**config.mk**
```make
export PLATFORM = sky130hd
export DESIGN_NAME = cah_cell
export DESIGN_NICKNAME = d
export VERILOG_FILES = /design/src/cah_pkg.sv /design/src/cah_sat.sv /design/src/cah_mul.sv /design/src/cah_cell.sv
export SDC_FILE = /design/constraint.sdc
export NUM_CORES = 2
export LEC_CHECK = 0
export BUFFER_PORTS_ARGS = -buffer_cell sky130_fd_sc_hd__buf_4
export CAP_MARGIN = 40
export CORE_UTILIZATION = 60
export CTS_CLUSTER_DIAMETER = 60
export DETAILED_ROUTE_END_ITERATION = 8
export PLACE_DENSITY = 0.8
export SLEW_MARGIN = 20
export SYNTH_ARGS = -nofsm -noshare
export SYNTH_HDL_FRONTEND = slang
export SYNTH_SLANG_ARGS = --single-unit
export TNS_END_PERCENT = 50
```
**constraint.sdc**
```tcl
create_clock -name clk -period 9.7 [get_ports clk]
set_input_delay 1.455 -clock clk [delete_from_list [all_inputs] [get_ports clk]]
set_output_delay 1.455 -clock clk [all_outputs]
set_load 0.1 [all_outputs]
```
**src/cah_pkg.sv**
```systemverilog
`default_nettype none

package cah_pkg;

  // Default widths of the sample path and of the internal accumulators.
  localparam int SAMPLE_WIDTH_DEF = 24;
  localparam int ACC_WIDTH_DEF    = 32;

  // Gains are Q0.24 and carried in 25 bits, so that 1.0 is representable.
  localparam int GAIN_W = 25;

  // Multiplier operand width for gains: a Q0.24 gain or tightness, signed.
  localparam int MUL_B_W = GAIN_W + 1;

  // Fixed point constants of the gain path.
  localparam int ONE_INT         = 16777216;  // 1.0 in Q0.24
  localparam int MIN_GAIN_INT    = 2;         // 1e-7 in Q0.24, rounded
  localparam int TIGHT_LIM_INT   = 8388608;   // 1.0 in Q1.23
  localparam int DEPTH_RESET_INT = 4194304;   // 1.0 in Q2.22

  // Configuration register indexes.
  localparam int CFG_INDEX_W = 3;
  localparam logic [CFG_INDEX_W-1:0] REG_FILTER_AMOUNT = 3'd0;
  localparam logic [CFG_INDEX_W-1:0] REG_TIGHTNESS     = 3'd1;
  localparam logic [CFG_INDEX_W-1:0] REG_STAGE_DEPTH   = 3'd2;
  localparam logic [CFG_INDEX_W-1:0] REG_WET_MIX       = 3'd3;

  // Settings shared by every stage cell while one sample is processed.
  typedef struct packed {
    logic              bank;
    logic [GAIN_W-1:0] coef;
  } cah_ctrl_t;

endpackage

`default_nettype wire

```
**src/cah_sat.sv**
```systemverilog
`default_nettype none

module cah_sat #(
  parameter int IW = 34,
  parameter int OW = 32
) (
  input  wire logic signed [IW-1:0] din,
  output logic signed [OW-1:0]      dout
);

  logic [IW-OW:0] top_bits;

  assign top_bits = din[IW-1:OW-1];

  // The value fits when all bits above the output sign agree with it.
  always_comb begin
    if ((&top_bits) || !(|top_bits)) begin
      dout = din[OW-1:0];
    end else if (din[IW-1]) begin
      dout = {1'b1, {(OW-1){1'b0}}};
    end else begin
      dout = {1'b0, {(OW-1){1'b1}}};
    end
  end

endmodule

`default_nettype wire

```
**src/cah_mul.sv**
```systemverilog
`default_nettype none

module cah_mul #(
  parameter int AW = 33
) (
  input  wire logic                               clk,
  input  wire logic signed [AW-1:0]               a,
  input  wire logic signed [cah_pkg::MUL_B_W-1:0] b,
  output logic signed [AW:0]                      res
);

  localparam int HW = AW - 24;
  localparam int LW = 24;
  localparam int PLW = LW + 1 + cah_pkg::MUL_B_W;

  logic signed [HW-1:0]                     a_hi;
  logic [LW-1:0]                            a_lo;
  logic signed [HW+cah_pkg::MUL_B_W-1:0]    p_hi;
  logic signed [PLW-1:0]                    p_lo;
  logic signed [PLW-LW-1:0]                 lo_shift;
  logic signed [AW+1:0]                     sum;

  // Split a into floor(a / 2^24) and the non-negative remainder so that
  // each partial product stays narrow.
  assign a_hi = a[AW-1:LW];
  assign a_lo = a[LW-1:0];

  // Partial products are registered.
  always_ff @(posedge clk) begin
    p_hi <= a_hi * b;
    p_lo <= $signed({1'b0, a_lo}) * b;
  end

  // floor(a * b / 2^24) = hi * b + floor(lo * b / 2^24).
  assign lo_shift = p_lo[PLW-1:LW];
  assign sum      = p_hi + lo_shift;
  assign res      = sum[AW:0];

endmodule

`default_nettype wire

```
**src/cah_cell.sv**
```systemverilog
`default_nettype none

module cah_cell #(
  parameter int ACC_WIDTH = cah_pkg::ACC_WIDTH_DEF
) (
  input  wire logic                              clk,
  input  wire logic                              rst,
  input  wire logic                              start,
  input  wire logic signed [ACC_WIDTH-1:0]       y_in,
  input  wire cah_pkg::cah_ctrl_t                ctrl,
  input  wire logic [cah_pkg::GAIN_W-1:0]        weight,
  output logic                                   done,
  output logic signed [ACC_WIDTH-1:0]            y_out
);

  localparam logic [1:0] C_IDLE = 2'd0;
  localparam logic [1:0] C_MEM  = 2'd1;
  localparam logic [1:0] C_PROD = 2'd2;
  localparam logic [1:0] C_YUPD = 2'd3;

  logic [1:0]                          state;
  logic signed [ACC_WIDTH-1:0]         mem [2];
  logic signed [ACC_WIDTH-1:0]         m_cur;
  logic signed [ACC_WIDTH-1:0]         y_reg;
  logic signed [ACC_WIDTH:0]           mul_a;
  logic signed [cah_pkg::MUL_B_W-1:0]  mul_b;
  logic signed [ACC_WIDTH+1:0]         mul_res;
  logic signed [ACC_WIDTH+2:0]         mem_sum;
  logic signed [ACC_WIDTH+2:0]         y_sum;
  logic signed [ACC_WIDTH-1:0]         mem_sat;
  logic signed [ACC_WIDTH-1:0]         y_sat;

  // First product is (y - m) * g, taken as the sample enters; the second is m * w.
  always_comb begin
    if (state == C_PROD) begin
      mul_a = m_cur;
      mul_b = $signed({1'b0, weight});
    end else begin
      mul_a = y_in - mem[ctrl.bank];
      mul_b = $signed({1'b0, ctrl.coef});
    end
  end

  cah_mul #(.AW(ACC_WIDTH + 1)) u_mul (
    .clk (clk),
    .a   (mul_a),
    .b   (mul_b),
    .res (mul_res)
  );

  // Memory update and signal update, both saturated.
  assign mem_sum = m_cur + mul_res;
  assign y_sum   = y_reg - mul_res;

  cah_sat #(.IW(ACC_WIDTH + 3), .OW(ACC_WIDTH)) u_sat_mem (
    .din  (mem_sum),
    .dout (mem_sat)
  );

  cah_sat #(.IW(ACC_WIDTH + 3), .OW(ACC_WIDTH)) u_sat_y (
    .din  (y_sum),
    .dout (y_sat)
  );

  // Sequencer and stage memory of both banks.
  always_ff @(posedge clk) begin
    if (rst) begin
      state  <= C_IDLE;
      done   <= 1'b0;
      mem[0] <= '0;
      mem[1] <= '0;
    end else begin
      done <= 1'b0;
      unique case (state)
        C_IDLE: begin
          if (start) begin
            if (weight == '0) begin
              done <= 1'b1;
            end else begin
              state <= C_MEM;
            end
          end
        end
        C_MEM: begin
          mem[ctrl.bank] <= mem_sat;
          state          <= C_PROD;
        end
        C_PROD: begin
          state <= C_YUPD;
        end
        C_YUPD: begin
          done  <= 1'b1;
          state <= C_IDLE;
        end
      endcase
    end
  end

  // Working copies of the signal and of the selected memory.
  always_ff @(posedge clk) begin
    if (state == C_IDLE && start) begin
      y_reg <= y_in;
      m_cur <= mem[ctrl.bank];
    end else if (state == C_MEM) begin
      m_cur <= mem_sat;
    end else if (state == C_YUPD) begin
      y_reg <= y_sat;
    end
  end

  assign y_out = y_reg;

endmodule

`default_nettype wire

```
==> metrics <==
Hold WC Path Type=register to register; number of global-route vias before repair=between 30000 and 40000; Clock transition at path regs=around 70 ps; DRC viols=0; overall global routing resource usage=41.3%; crit end category=register; max_cap viols=0; clk_skew=between 10 and 15 ps; CP max FO=5; Synth cell types=92; Synth Cell Area=40500 um^2; antenna-violating nets left=0; Slew @ Worst Pin=about 980 ps; Hold Worst Slack=560 ps; TritonCTS Buffers=17; largest net degree at the start of global routing=55; sequential-to-total area share from yosys stat=about an eighth; Starting Density=about 60%; CTS sink cnt=190; RSZ-0062 raised after global routing=yes; average size of a mapped cell=roughly 8.8 um^2; final hold violation count=0; data required time of the critical path=10090 ps; failing checks=setup timing; crit-path max cell delay=roughly 530 ps; Vias/cell=approximately 6.3; Root Buffer=clkbuf_16; Die Y=roughly 260 um; Setup CP Type=input pin to register; delay-heaviest family, CP=adder cells; CP Launch Type=input pin; Top FF cell, synth=edfxtp_1; post-synth net total=approximately 5800; # setup viols final=10; share of cells above drive strength 1=approximately 14%; Core Box Area=66200 um^2; num ports=approximately 120; Post-synth EDFFs=around 130; Final Worst Setup Slack=-161 ps; Yosys reg bits=between 150 and 200; placer congestion estimate=approximately 1.1; post-route clock period utilization=102%; htree depth=4; die area=68500 um^2; setup total negative slack=-639 ps; clock latency on the worst-skew pair=approximately 470 ps; CTS tree=done; DR vias=between 30000 and 40000; fin nets=6077; HPWL after DPL=between 100000 and 150000 um; Synth Warn #=0; DRT Wirelength=about 140000 um; drt first pass iters=7; Slew Limit Fails=0; Overflow after GRT=0; Area growth, synth to finish=14.3%; status=complete, but fails checks; wire per inst=about 24 um; antenna violations before repair=7; Critical Path AT=about 10000 ps; Worst path slowest cell=fa_2; Port Buf Inserts=118; first-pass GRT wire length=between 200000 and 250000 um; DRT iter0 DRCs=4397; Post-Synthesis Cells=4611; Final min period=slightly below 10000 ps; CTS max path bufs=2; Buffers & Inverters on Critical Path=8; Post-CTS Hold Fix Bufs=0; CP dominant cell by count=fa_1; Placement Rows=94; fmax=between 100 and 150 MHz; slew margin rel.=about a third; Die X=approximately 260 um; asr flop ratio synth=0%
-- cells by family after synthesis --
logic type	Yosys count	share of synthesized area, %
buf+inv	1017	9.64
fa+ha+maj	1054	45.0
compound gates	832	13.9
flops	190	12.6
mux	49	1.23
xor+xnor	172	3.74
simple gates	1297	13.9
-- cell usage after synthesis (8+ instances only) --
cell type / instances / area [um^2]
a211oi_1: 22 / 165
a21o_1: 101 / 758
a21oi_1: 263 / 1320
a22o_1: 8 / 70.1
a22oi_1: 31 / 233
a31o_2: 8 / 70.1
a31oi_1: 25 / 156
a32o_1: 22 / 220
a32oi_1: 48 / 420
and2_1: 47 / 294
and3_1: 23 / 144
buf_1: 15 / 56.3
buf_2: 32 / 160
clkbuf_1: 174 / 653
dfxtp_1: 62 / 1240
edfxtp_1: 128 / 3840
fa_1: 669 / 13400
ha_1: 385 / 4820
inv_1: 788 / 2960
mux2i_1: 44 / 440
nand2_1: 583 / 2190
nand2b_1: 33 / 206
nand3_1: 46 / 230
nand4_1: 25 / 156
nor2_1: 392 / 1470
nor2b_1: 57 / 357
nor3_1: 29 / 145
nor4_1: 11 / 68.8
o211ai_1: 17 / 128
o21a_1: 35 / 263
o21ai_0: 92 / 460
o21ai_1: 18 / 90.1
o21bai_1: 25 / 188
o221ai_1: 9 / 78.8
o22ai_1: 20 / 125
o31ai_1: 9 / 67.6
or3_1: 13 / 81.3
xnor2_1: 101 / 885
xor2_1: 70 / 613
-- cells in the final DEF (no fill, tap or decap), types with 28 or more instances in the layout --
cell / instances
a32oi_1: 47
xnor2_1: 101
nand3_1: 45
buf_12: 28
a21oi_1: 248
nand2b_1: 33
inv_1: 782
a22oi_1: 30
fa_1: 666
xor2_1: 68
a21o_1: 101
and2_1: 46
mux2i_1: 34
o21ai_0: 83
nand2_1: 578
dfxtp_1: 62
nor2b_1: 57
ha_1: 372
buf_4: 485
nor2_1: 389
edfxtp_1: 128
o21a_1: 35
-- layout make-up --
type	count	area, um^2
clock buffer	18	429
sequential	190	5080
antenna	4	10.0
multi-input combinational	3404	32100
inverter	788	2960
clock inverter	14	148
timing repair buffer	536	4500
fill	5054	20000
tap	864	1080
-- what timing repair did --
item | 4_1_cts | 5_1_grt
cloned | 0 | 3
endpoints found under the setup margin | 12 | 24
resized for setup | 10 | 79
endpoints found under the hold margin | 0 | 0
pin swaps | 7 | 59
buffers inserted | 3 | 23
-- layer usage --
| layer | global-route usage [%] | part of all wire [%] | up-vias |
|---|---|---|---|
| met4 | 21.2 | 6.6 | 4 |
| met2 | 60.8 | 42 | 2702 |
| met3 | 14.3 | 15 | 600 |
| met5 | 0 | 0.019 | - |
| met1 | 53.9 | 36 | 17624 |
| li1 | - | - | 15605 |
-- final timing paths --
path,slack [ps],cells after the start,from,end
worst max-delay path,-160,36,ctrl[25],u_mul.p_lo[41]
worst min-delay path,560,2,state[0],state[0]
worst max register to register,500,35,mem[0][1],u_mul.p_lo[41]
worst min register to register,560,2,state[0],state[0]
-- state kept, by name, summed over array words and instances, names as in the netlist --
name,count
mem,64
u_mul.p_hi,34
m_cur,32
y_out,32
u_mul.p_lo,25
state,2
done,1
-- stage by stage --
step	util, %	cell area (um^2)	worst slack, ps	std cells
2_1_floorplan	-	40700	-40.9	4611
3_3_place_gp	67.8	44900	-559	5747
3_5_place_dp	67.9	45000	-747	5753
4_1_cts	68.9	45600	8.50	5788
5_1_grt	69.9	46300	-326	5815
6_report	69.9	46300	-161	5818
-- tightest hold or removal path, delay by kind of cell, from the launching register on --
family / cells / cell delay [ps]
AND/OR/NAND/NOR: 1 / 120
AO/OA/AOI/OAI: 1 / 50
flip-flops: 1 / 340
Power is left out: the tool's default activity adds up to more than one toggle a clock period on the data nets, which glitch-free logic cannot reach.
