### config.mk
export PLATFORM = sky130hd
export DESIGN_NAME = cah_sat
export DESIGN_NICKNAME = d
export VERILOG_FILES = /design/src/cah_sat.sv
export SDC_FILE = /design/constraint.sdc
export NUM_CORES = 1
export LEC_CHECK = 0
export ABC_AREA = 0
export ABC_CLOCK_PERIOD_IN_PS = 900
export BUFFER_PORTS_ARGS = -buffer_cell sky130_fd_sc_hd__buf_2
export CELL_PAD_IN_SITES_DETAIL_PLACEMENT = 1
export CELL_PAD_IN_SITES_GLOBAL_PLACEMENT = 1
export CORE_MARGIN = 2
export CORE_UTILIZATION = 26
export DETAILED_ROUTE_END_ITERATION = 16
export PLACE_DENSITY = 0.95
export RECOVER_POWER = 50
export SLEW_MARGIN = 30
export SYNTH_ARGS = -nofsm -noshare
export SYNTH_HDL_FRONTEND = slang
export SYNTH_SLANG_ARGS = --single-unit
### constraint.sdc
create_clock -name vclk -period 0.9
set_clock_uncertainty 0.05 [all_clocks]
set_input_delay 0 -clock vclk [all_inputs]
set_output_delay 0 -clock vclk [all_outputs]
set_load 0.05 [all_outputs]
### src/cah_sat.sv
`default_nettype none

module cah_sat #(
  parameter int IW = 34,
  parameter int OW = 32
) (
  input  wire logic signed [IW-1:0] din,
  output logic signed [OW-1:0]      dout
);

  logic [IW-OW:0] top_bits;

  assign top_bits = din[IW-1:OW-1];

  // The value fits when all bits above the output sign agree with it.
  always_comb begin
    if ((&top_bits) || !(|top_bits)) begin
      dout = din[OW-1:0];
    end else if (din[IW-1]) begin
      dout = {1'b1, {(OW-1){1'b0}}};
    end else begin
      dout = {1'b0, {(OW-1){1'b1}}};
    end
  end

endmodule

`default_nettype wire

==> results of run 1 <==
==> stage by stage <==
| step | hold slack [ns] | worst slack (ns) | std cells |
|---|---|---|---|
| 2_1_floorplan | 0.2652 | -0.3045 | 112 |
| 3_3_place_gp | 0.4072 | -0.09729 | 207 |
| 3_5_place_dp | 0.4168 | -0.1877 | 207 |
| 4_1_cts | 0.3833 | -0.02742 | 207 |
| 5_1_grt | 0.3973 | -0.03881 | 211 |
| 6_report | 0.3729 | -0.03109 | 211 |
==> cells by family after synthesis <==
family | after synthesis
compound gates | 62
simple gates | 31
buf+inv | 19
==> path summary, 6_finish.rpt <==
check	depth (start not counted)	to	slack [ns]	start
min	4	dout[19]	0.37	din[19]
max	6	dout[4]	-0.03	din[31]
==> critical path, delay by kind of cell <==
kind | cells | cell delay (ns)
buf+inv | 4 | 0.55
simple gates | 1 | 0.19
compound gates | 1 | 0.14
==> per-layer routing <==
metal / share of wire / vias to the layer above / wire length (um)
met2: 0.53 / 51 / 2092
met4: 0.033 / 0 / 129
met1: 0.38 / 559 / 1508
met5: 0 / - / 0
met3: 0.049 / 12 / 194
li1: - / 555 / -
==> repair_timing <==
item,in CTS,in global routing
gates resized for setup,53,17
gates cloned,0,4
endpoints found under the setup margin,30,30
pin swaps,0,1
==> power groups by stage <==
stage	Sequential [mW]	Combinational (mW)	Clock [mW]
after floorplan	0	0.817	0
after global placement	0	1.06	0
after detailed placement	0	1.11	0
after CTS	0	1.23	0
after global routing	0	1.38	0
final	0	1.32	0
==> cell type report <==
cell class	count	area share
timing repair buffer	87	0.5045
multi-input combinational	93	0.4686
tap	30	0.02449
inverter	1	0.002449
==> cell usage in the layout (no fill, tap or decap), drive strengths merged <==
master / count
buf: 69
nor2: 31
a21boi: 31
o22ai: 31
clkbuf: 18
inv: 1
==> run summary, run 1 <==
status = finished, violations left
failing checks = setup timing
Clock power frac = 0
routed wire length = 3.925 mm
First DRT Iteration DRCs = 33
crit path launch type = primary input
leading area contributor after synthesis = o22ai_1
Port Buffers = 66
busiest grt layer = met2
# DRC = 0
Die H = 55.87 um
distinct cell type count after synthesis = 11
met2 GRT Util = 0.3997
Core ar. = 2522 sq um
Cell Area, Synth = 699.4 sq um
Synth top area share = 0.2773
Int Pwr = 512.4 uW
crit end category = output port
adder-cell share of the synthesized area = 0
Worst slew margin = 0.8011
Max rail drop VDD = 0.5179 mV
WL per Instance = 18.60 um
GR Layer Usage met3 = 0.03953
largest family of logic cells by synthesized area = compound AO/OA/AOI/OAI gates
# IOs = 66
Post-DP HPWL = 2.439 mm
Synth Area per Inst = 6.245 sq um
Comb pwr share = 1.000
die area = 3121 sq um
nets@finish = 217
cell area after layout = 1533 sq um
Tmin final = 0.9311 ns
Synth Area in XOR/XNOR = 0
post-synthesis mux area share = 0
overall routing resource usage = 0.1996
pin count of the biggest net entering global routing = 33
cell mode on critical path = buf_6
first-pass GRT wire length = 5.264 mm
Crit path largest cell delay = 0.19 ns
Critical Path AT = 0.88 ns
Synth area leaders = o22ai_1 (28%), a21boi_1 (21%), nor2_1 (17%)
Pwr Density = 863.1 nW/um^2
Max Fanout on Critical Path = 8
proportion of layout cells with a drive suffix above 1 = 0.6464
top cells by count, synth = nor2_1 (31), o22ai_1 (31), a21boi_1 (20), a21boi_0 (11), buf_6 (7)
Post-CTS Setup Bufs = 0
static leakage = 0.7282 nW
Slew Viols, Final = 0
kind of critical path = primary input to output port
seq_cells = 0
post-layout util = 0.6076
Final WS setup = -0.03109 ns
Final period util = 1.035
ant diodes = 0
Die Width = 55.87 um
placed cell area = 1245 sq um
final setup TNS = -0.03109 ns
synthesized instance count = 112
grt met1 use = 0.2080
final antenna-violating net count = 0
GP Congestion = 0.6689
CP max stage cell = nor2_1
Worst EP required = 0.85 ns
Overflow after GRT = 0
Synth Area in Simple Gates = 0.1664
drt first pass iters = 3
Compound-Gate Fraction of Synth Area = 0.6100
Yosys warnings = 0
Final Hold Vio Count = 0
Final Power = 1.323 mW
Filler Cell Count = 311
clkbuf count = 0
Critical Path, Cell by Cell = buf_6 -> buf_12 -> buf_6 -> nor2_1 -> o22ai_2 -> buf_6
initial antenna violation count = 0
Worst Hold Class = primary input to output port
Initial Util = 0.2773
Area Growth Syn to Fin = 119.1%
Seq/Total Area, Yosys = 0
NetSw = 810.5 uW
Sw Ratio = 0.6127
Cell Rows = 18
Reg area = 0 sq um
via count = 1177
sequential share of power = 0
Worst-Margin Slew = 0.2957 ns
vias per inst = 5.578
hold_buf cts = 0
final setup vio count = 1
post-synth net total = 146
number of max-cap violations = 0
FMAX = 1074 MHz
area of the multi-input gates = 718.2 sq um
vias in the first global route = 1187
(Power assumes the default switching activity.)
==> run 2, diff against run 1 <==
--- a/config.mk
+++ b/config.mk
@@ -15,6 +15,7 @@
 export DETAILED_ROUTE_END_ITERATION = 16
 export PLACE_DENSITY = 0.95
 export RECOVER_POWER = 50
+export SETUP_SLACK_MARGIN = 0.2
 export SLEW_MARGIN = 30
 export SYNTH_ARGS = -nofsm -noshare
 export SYNTH_HDL_FRONTEND = slang
==> run 2 against run 1 <==
Compared with the run above: the flow now stops in 4_1_cts; area after synthesis is the same; synthesized cell count is the same.
==> run summary, run 2 <==
Initial Util = 0.2773 (unchanged)
Die Width = 55.87 um (unchanged)
Synth top area share = 0.2773 (unchanged)
Post-CTS Setup Bufs = 1 (was 0)
top cells by count, synth = nor2_1 (31), o22ai_1 (31), a21boi_1 (20), a21boi_0 (11), buf_6 (7) (unchanged)
Synth area leaders = o22ai_1 (28%), a21boi_1 (21%), nor2_1 (17%) (unchanged)
status = aborted with a tool error (was finished, violations left)
synthesized instance count = 112 (unchanged)
Die H = 55.87 um (unchanged)
Stop stage = 4_1_cts
distinct cell type count after synthesis = 11 (unchanged)
Cell Rows = 18 (unchanged)
Compound-Gate Fraction of Synth Area = 0.6100 (unchanged)
leading area contributor after synthesis = o22ai_1 (unchanged)
# IOs = 66 (unchanged)
Yosys warnings = 0 (unchanged)
Synth Area in XOR/XNOR = 0 (unchanged)
Port Buffers = 66 (unchanged)
GP Congestion = 0.7002 (was 0.6689)
post-synth net total = 146 (unchanged)
Cell Area, Synth = 699.4 sq um (unchanged)
largest family of logic cells by synthesized area = compound AO/OA/AOI/OAI gates (unchanged)
post-synthesis mux area share = 0 (unchanged)
Synth Area in Simple Gates = 0.1664 (unchanged)
Post-CTS Resized = 136 (was 53)
Post-DP HPWL = 2.613 mm (was 2.439 mm)
hold_buf cts = 0 (unchanged)
Tool Error = [ERROR DPL-0033] detailed placement checks failed during check placement.
Synth Area per Inst = 6.245 sq um (unchanged)
Seq/Total Area, Yosys = 0 (unchanged)
adder-cell share of the synthesized area = 0 (unchanged)
-- run 2: kinds of logic after synthesis --
kind of cell | count (synthesis)
buf+inv | 19
simple gates | 31
compound gates | 62
-- run 2: metrics by stage --
step | util | instance area (sq um) | worst slack, ns | instances
floorplan | - | 1224 | 0.1061 | 112
global placement | 0.6399 | 1614 | -0.08714 | 207
detailed placement | 0.6399 | 1614 | -0.1359 | 207
==> run 3, diff against run 2 <==
==> config.mk (replaced) <==
export PLATFORM = sky130hd
export DESIGN_NAME = cah_sat
export DESIGN_NICKNAME = d
export VERILOG_FILES = /design/src/cah_sat.sv
export SDC_FILE = /design/constraint.sdc
export NUM_CORES = 1
export LEC_CHECK = 0
export ABC_AREA = 0
export ABC_CLOCK_PERIOD_IN_PS = 900
export BUFFER_PORTS_ARGS = -buffer_cell sky130_fd_sc_hd__buf_2
export CORE_AREA = 2 2 63 65
export DETAILED_ROUTE_END_ITERATION = 16
export DIE_AREA = 0 0 65 67
export PLACE_DENSITY_LB_ADDON = 0.15
export RECOVER_POWER = 50
export SLEW_MARGIN = 30
export SYNTH_ARGS = -nofsm -noshare
export SYNTH_HDL_FRONTEND = slang
export SYNTH_SLANG_ARGS = --single-unit
==> run 3 against run 2 <==
Compared with the run above: the flow now finishes without violations.
==> run summary, run 3 (same netlist as run 1, synthesis figures left out) <==
static leakage = 0.6826 nW
Die H = 67 um (was 55.87 um)
routed wl met2 = 1.354 mm
worst path bufs/invs = 4
Initial Util = 0.1940 (was 0.2773)
Port Buffers = 66 (unchanged)
most frequent cells in the layout = buf_2 (38), buf_4 (30), nor2_1 (28), a21boi_1 (22), o22ai_2 (19)
Post-DP HPWL = 1.889 mm (was 2.613 mm)
highest metal used = met3
Critical Path AT = 0.82 ns
nets@finish = 215
GP Congestion = 0.6968 (was 0.7002)
Crit path largest cell delay = 0.19 ns
placed cell area = 1227 sq um (was 1614 sq um)
cell mode on critical path = buf_4
Tmin final = 0.8733 ns
commonest non-fill, non-tap cell in the layout = buf_2
proportion of layout cells with a drive suffix above 1 = 0.6313
Overflow after GRT = 0
Die Width = 65 um (was 55.87 um)
post-route insts no fill = 227
number of max-cap violations = 0
first-pass GRT wire length = 3.995 mm
seq_cells = 0
Worst EP required = 0.85 ns
Cell Rows = 22 (was 18)
Max Fanout on Critical Path = 9
NetSw = 755.4 uW
RSZ-0062 raised after global routing = false
final setup vio count = 0
critical path startpoint = din[31]
crit path launch type = primary input
crit end category = output port
cell area after layout = 1430 sq um
placed insts = 223 (was 207)
clkbuf count = 0
Int Pwr = 447.9 uW
CP max stage cell = buf_4
First DRT Iteration DRCs = 40
Slew Viols, Final = 0
initial antenna violation count = 0
met3 wire length = 191 um
# DRC = 0
Pwr Density = 841.4 nW/um^2
Final Hold Vio Count = 0
drt first pass iters = 4
Sw Ratio = 0.6278
Worst slew margin = 0.8121
Filler Cell Count = 381
Comb pwr share = 1.000
Worst-Margin Slew = 0.2830 ns
Core ar. = 3606 sq um
overall routing resource usage = 0.1080
sequential share of power = 0
WP depth = 6
Met1 Wirelength = 1.315 mm
Worst Setup EP = dout[22]
WL per Instance = 12.60 um
die area = 4355 sq um
Area Growth Syn to Fin = 104.5%
pin count of the biggest net entering global routing = 37
Post-CTS Setup Bufs = 0 (was 1)
status = complete, no violations (was aborted with a tool error)
routed wire length = 2.861 mm
Clock power frac = 0
Reg area = 0 sq um
post-layout util = 0.3966
ant diodes = 0
vias per inst = 4.859
CP delay by family, top = buffers and inverters
FMAX = 1145 MHz
# IOs = 66 (unchanged)
Max rail drop VDD = 0.2900 mV
Final period util = 0.9704
via count = 1103
vias in the first global route = 977
Worst Hold Class = primary input to output port
Critical Path, Cell by Cell = buf_4 -> buf_12 -> clkbuf_4 -> nor2_1 -> o22ai_1 -> buf_4
kind of critical path = primary input to output port
final antenna-violating net count = 0
-- run 3: metrics by stage --
stage | TNS (ns) | setup slack, ns | power, mW | hold WS (ns)
2_1_floorplan | -4.126 | -0.3045 | 0.8169 | 0.2652
3_3_place_gp | -0.5403 | -0.06718 | 1.054 | 0.4139
6_report | 0 | 0.02667 | 1.203 | 0.3857
4_1_cts | 0 | 0.0004360 | 1.124 | 0.3859
3_5_place_dp | -0.8643 | -0.09369 | 1.069 | 0.4127
5_1_grt | 0 | 0.005503 | 1.268 | 0.4167
-- run 3: how the worst min path moves through the flow --
stage / slack [ns] / end / cells past startpoint / startpoint
6_report: 0.39 / dout[0] / 4 / din[0]
2_1_floorplan: 0.27 / dout[0] / 2 / din[0]
3_3_place_gp: 0.41 / dout[30] / 4 / din[30]
3_5_place_dp: 0.41 / dout[24] / 4 / din[24]
4_1_cts: 0.39 / dout[0] / 4 / din[0]
5_1_grt: 0.42 / dout[25] / 4 / din[25]
-- run 3: final cells by class --
class	count	area, sq um	area share
Inverter	1	3.754	0.002625
Multi-Input combinational cell	93	711.9	0.4978
Timing Repair Buffer	85	654.4	0.4576
Tap cell	48	60.06	0.04199
-- run 3: tightest hold or removal path: cells and delay by family --
family / cells / cell delay, ns
buffers and inverters: 2 / 0.30
AND/OR/NAND/NOR: 1 / 0.04
AO/OA/AOI/OAI: 1 / 0.10
-- run 3: layer usage --
layer	global-route usage	vias up
li1	-	552
met1	0.1340	512
met2	0.2113	39
met3	0.01014	0
met4	0	0
met5	0	-
-- run 3: timing repair --
action,in CTS,in global routing
resized for setup,25,26
pin swaps,0,1
hold buffers,0,0
gates cloned,0,4
endpoints found under the setup margin,24,28
-- run 3: power groups by stage --
stage | Sequential (mW) | Combinational (mW) | Clock, mW
final | 0 | 1.20 | 0
after detailed placement | 0 | 1.07 | 0
after floorplan | 0 | 0.817 | 0
after global routing | 0 | 1.27 | 0
after global placement | 0 | 1.05 | 0
after CTS | 0 | 1.12 | 0
==> run 4, diff against run 3 <==
--- a/config.mk
+++ b/config.mk
@@ -6,7 +6,7 @@
 export NUM_CORES = 1
 export LEC_CHECK = 0
 export ABC_AREA = 0
-export ABC_CLOCK_PERIOD_IN_PS = 900
+export ABC_CLOCK_PERIOD_IN_PS = 1000
 export BUFFER_PORTS_ARGS = -buffer_cell sky130_fd_sc_hd__buf_2
 export CORE_AREA = 2 2 63 65
 export DETAILED_ROUTE_END_ITERATION = 16
==> constraint.sdc (replaced) <==
create_clock -name vclk -period 1
set_clock_uncertainty 0.05 [all_clocks]
set_input_delay 0 -clock vclk [all_inputs]
set_output_delay 0 -clock vclk [all_outputs]
set_load 0.05 [all_outputs]
==> run 4 against run 3 <==
Compared with the run above: hold slack gained 0.026 ns; worst setup slack improved by 0.031 ns; global-route usage fell by 0.50 points; count of clock-buffer cells in the layout did not move; non-clock buffer count down 12; via count decreased by 7.7%; critical path depth shrank 1; die area is the same.
==> run summary, run 4 (same netlist as run 1, synthesis figures left out) <==
status = complete, no violations (unchanged)
Port Buffers = 66 (unchanged)
Max rail drop VDD = 0.3070 mV (was 0.2900 mV)
NetSw = 640.9 uW (was 755.4 uW)
Worst EP required = 0.95 ns (was 0.85 ns)
placed cell area = 1165 sq um (was 1227 sq um)
commonest non-fill, non-tap cell in the layout = buf_2 (unchanged)
overall routing resource usage = 0.1030 (was 0.1080)
seq_cells = 0 (unchanged)
number of max-cap violations = 0 (unchanged)
Max Fanout on Critical Path = 34 (was 9)
pin count of the biggest net entering global routing = 39 (was 37)
post-layout util = 0.3241 (was 0.3966)
routed wire length = 2.362 mm (was 2.861 mm)
RSZ-0062 raised after global routing = false (unchanged)
die area = 4355 sq um (unchanged)
Die Width = 65 um (unchanged)
ant diodes = 0 (unchanged)
GP Congestion = 0.6978 (was 0.6968)
Final period util = 0.9426
worst path bufs/invs = 3 (was 4)
kind of critical path = primary input to output port (unchanged)
WL per Instance = 10.99 um (was 12.60 um)
Comb pwr share = 1.000 (about the same)
# DRC = 0 (unchanged)
nets@finish = 203 (was 215)
Clock power frac = 0 (about the same)
Post-CTS Resized = 0 (was 25)
most frequent cells in the layout = buf_2 (50), nor2_1 (31), a21boi_1 (22), o22ai_2 (20), clkbuf_2 (13) (was buf_2 (38), buf_4 (30), nor2_1 (28), a21boi_1 (22), o22ai_2 (19))
Worst Hold Class = primary input to output port (unchanged)
clkbuf count = 0 (unchanged)
final setup vio count = 0 (unchanged)
via count = 1018 (was 1103)
CP max stage cell = clkbuf_4 (was buf_4)
Worst-Margin Slew = 0.5855 ns (was 0.2830 ns)
Area Growth Syn to Fin = 67.08% (was 104.5%)
Slew Viols, Final = 0 (unchanged)
Pwr Density = 795.4 nW/um^2 (was 841.4 nW/um^2)
Final Hold Vio Count = 0 (unchanged)
static leakage = 0.5711 nW (was 0.6826 nW)
crit path launch type = primary input (unchanged)
cell area after layout = 1169 sq um (was 1430 sq um)
Core ar. = 3606 sq um (unchanged)
Post-DP HPWL = 1.828 mm (was 1.889 mm)
vias in the first global route = 937 (was 977)
Post-CTS Setup Bufs = 0 (unchanged)
hold_buf cts = 0 (unchanged)
initial antenna violation count = 0 (unchanged)
drt first pass iters = 4 (unchanged)
Int Pwr = 288.6 uW (was 447.9 uW)
Critical Path AT = 0.89 ns (was 0.82 ns)
First DRT Iteration DRCs = 37 (was 40)
Crit path largest cell delay = 0.27 ns (was 0.19 ns)
Tmin final = 0.9426 ns
Final Power = 929.5 uW (was 1.203 mW)
CP delay by family, top = buffers and inverters (unchanged)
final antenna-violating net count = 0 (unchanged)
# IOs = 66 (unchanged)
crit end category = output port (unchanged)
Overflow after GRT = 0 (unchanged)
Sw Ratio = 0.6895 (was 0.6278)
FMAX = 1061 MHz
sequential share of power = 0 (about the same)
first-pass GRT wire length = 3.795 mm (was 3.995 mm)
Die H = 67 um (unchanged)
Reg area = 0 sq um (unchanged)
proportion of layout cells with a drive suffix above 1 = 0.5509 (was 0.6313)
Worst slew margin = 0.6114 (was 0.8121)
vias per inst = 4.735 (was 4.859)
Critical Path, Cell by Cell = buf_2 -> buf_12 -> a21boi_1 -> o22ai_1 -> clkbuf_4 (was buf_4 -> buf_12 -> clkbuf_4 -> nor2_1 -> o22ai_1 -> buf_4)
Initial Util = 0.1940 (unchanged)
Cell Rows = 22 (unchanged)
-- run 4: changes by cell type in the layout (fill, tap and decap cells not counted), moves of 4 or more --
cell	before	now
buf_2	38	50
clkbuf_4	7	2
a21boi_2	4	0
buf_4	30	3
clkbuf_2	1	13
a21boi_0	5	9
-- run 4: area by class of cell --
type | instances | area [sq um]
well taps | 48 | 60.06
multi-input cells | 93 | 668.1
repair buffers | 73 | 436.7
inverters | 1 | 3.754
fillers | 400 | 2437
-- run 4: routing by layer --
| layer | vias up | global-route usage | routed length, um |
|---|---|---|---|
| met3 | 0 | 0.003378 | 151 |
| li1 | 522 | - | - |
| met4 | 0 | 0 | 0 |
| met5 | - | 0 | 0 |
| met2 | 40 | 0.2216 | 1154 |
| met1 | 456 | 0.1160 | 1056 |
-- run 4: power groups by stage --
stage               logic, mW  registers, mW  clock network (mW)
floorplan               0.724              0                   0
global placement        0.917              0                   0
detailed placement      0.930              0                   0
CTS                     0.933              0                   0
global route            0.985              0                   0
finish                  0.930              0                   0
-- run 4: final timing paths --
check | from | endpoint | slack, ns | cells past startpoint
min | din[21] | dout[21] | 0.41 | 4
max | din[33] | dout[24] | 0.06 | 5
-- run 4: tightest hold or removal path, stage by stage --
cell,delay (ns)
buf_2,0.10
nor2_1,0.08
o22ai_1,0.08
buf_2,0.21
-- run 4: through the flow --
step	setup TNS, ns	setup WS, ns	cells	hold WS (ns)
after floorplan	-2.125	-0.2045	112	0.2652
after global placement	0	0.06916	215	0.4067
after detailed placement	0	0.004719	215	0.4142
after CTS	0	0.004949	215	0.4163
after global routing	0	0.00001354	215	0.4567
final	0	0.05739	215	0.4116
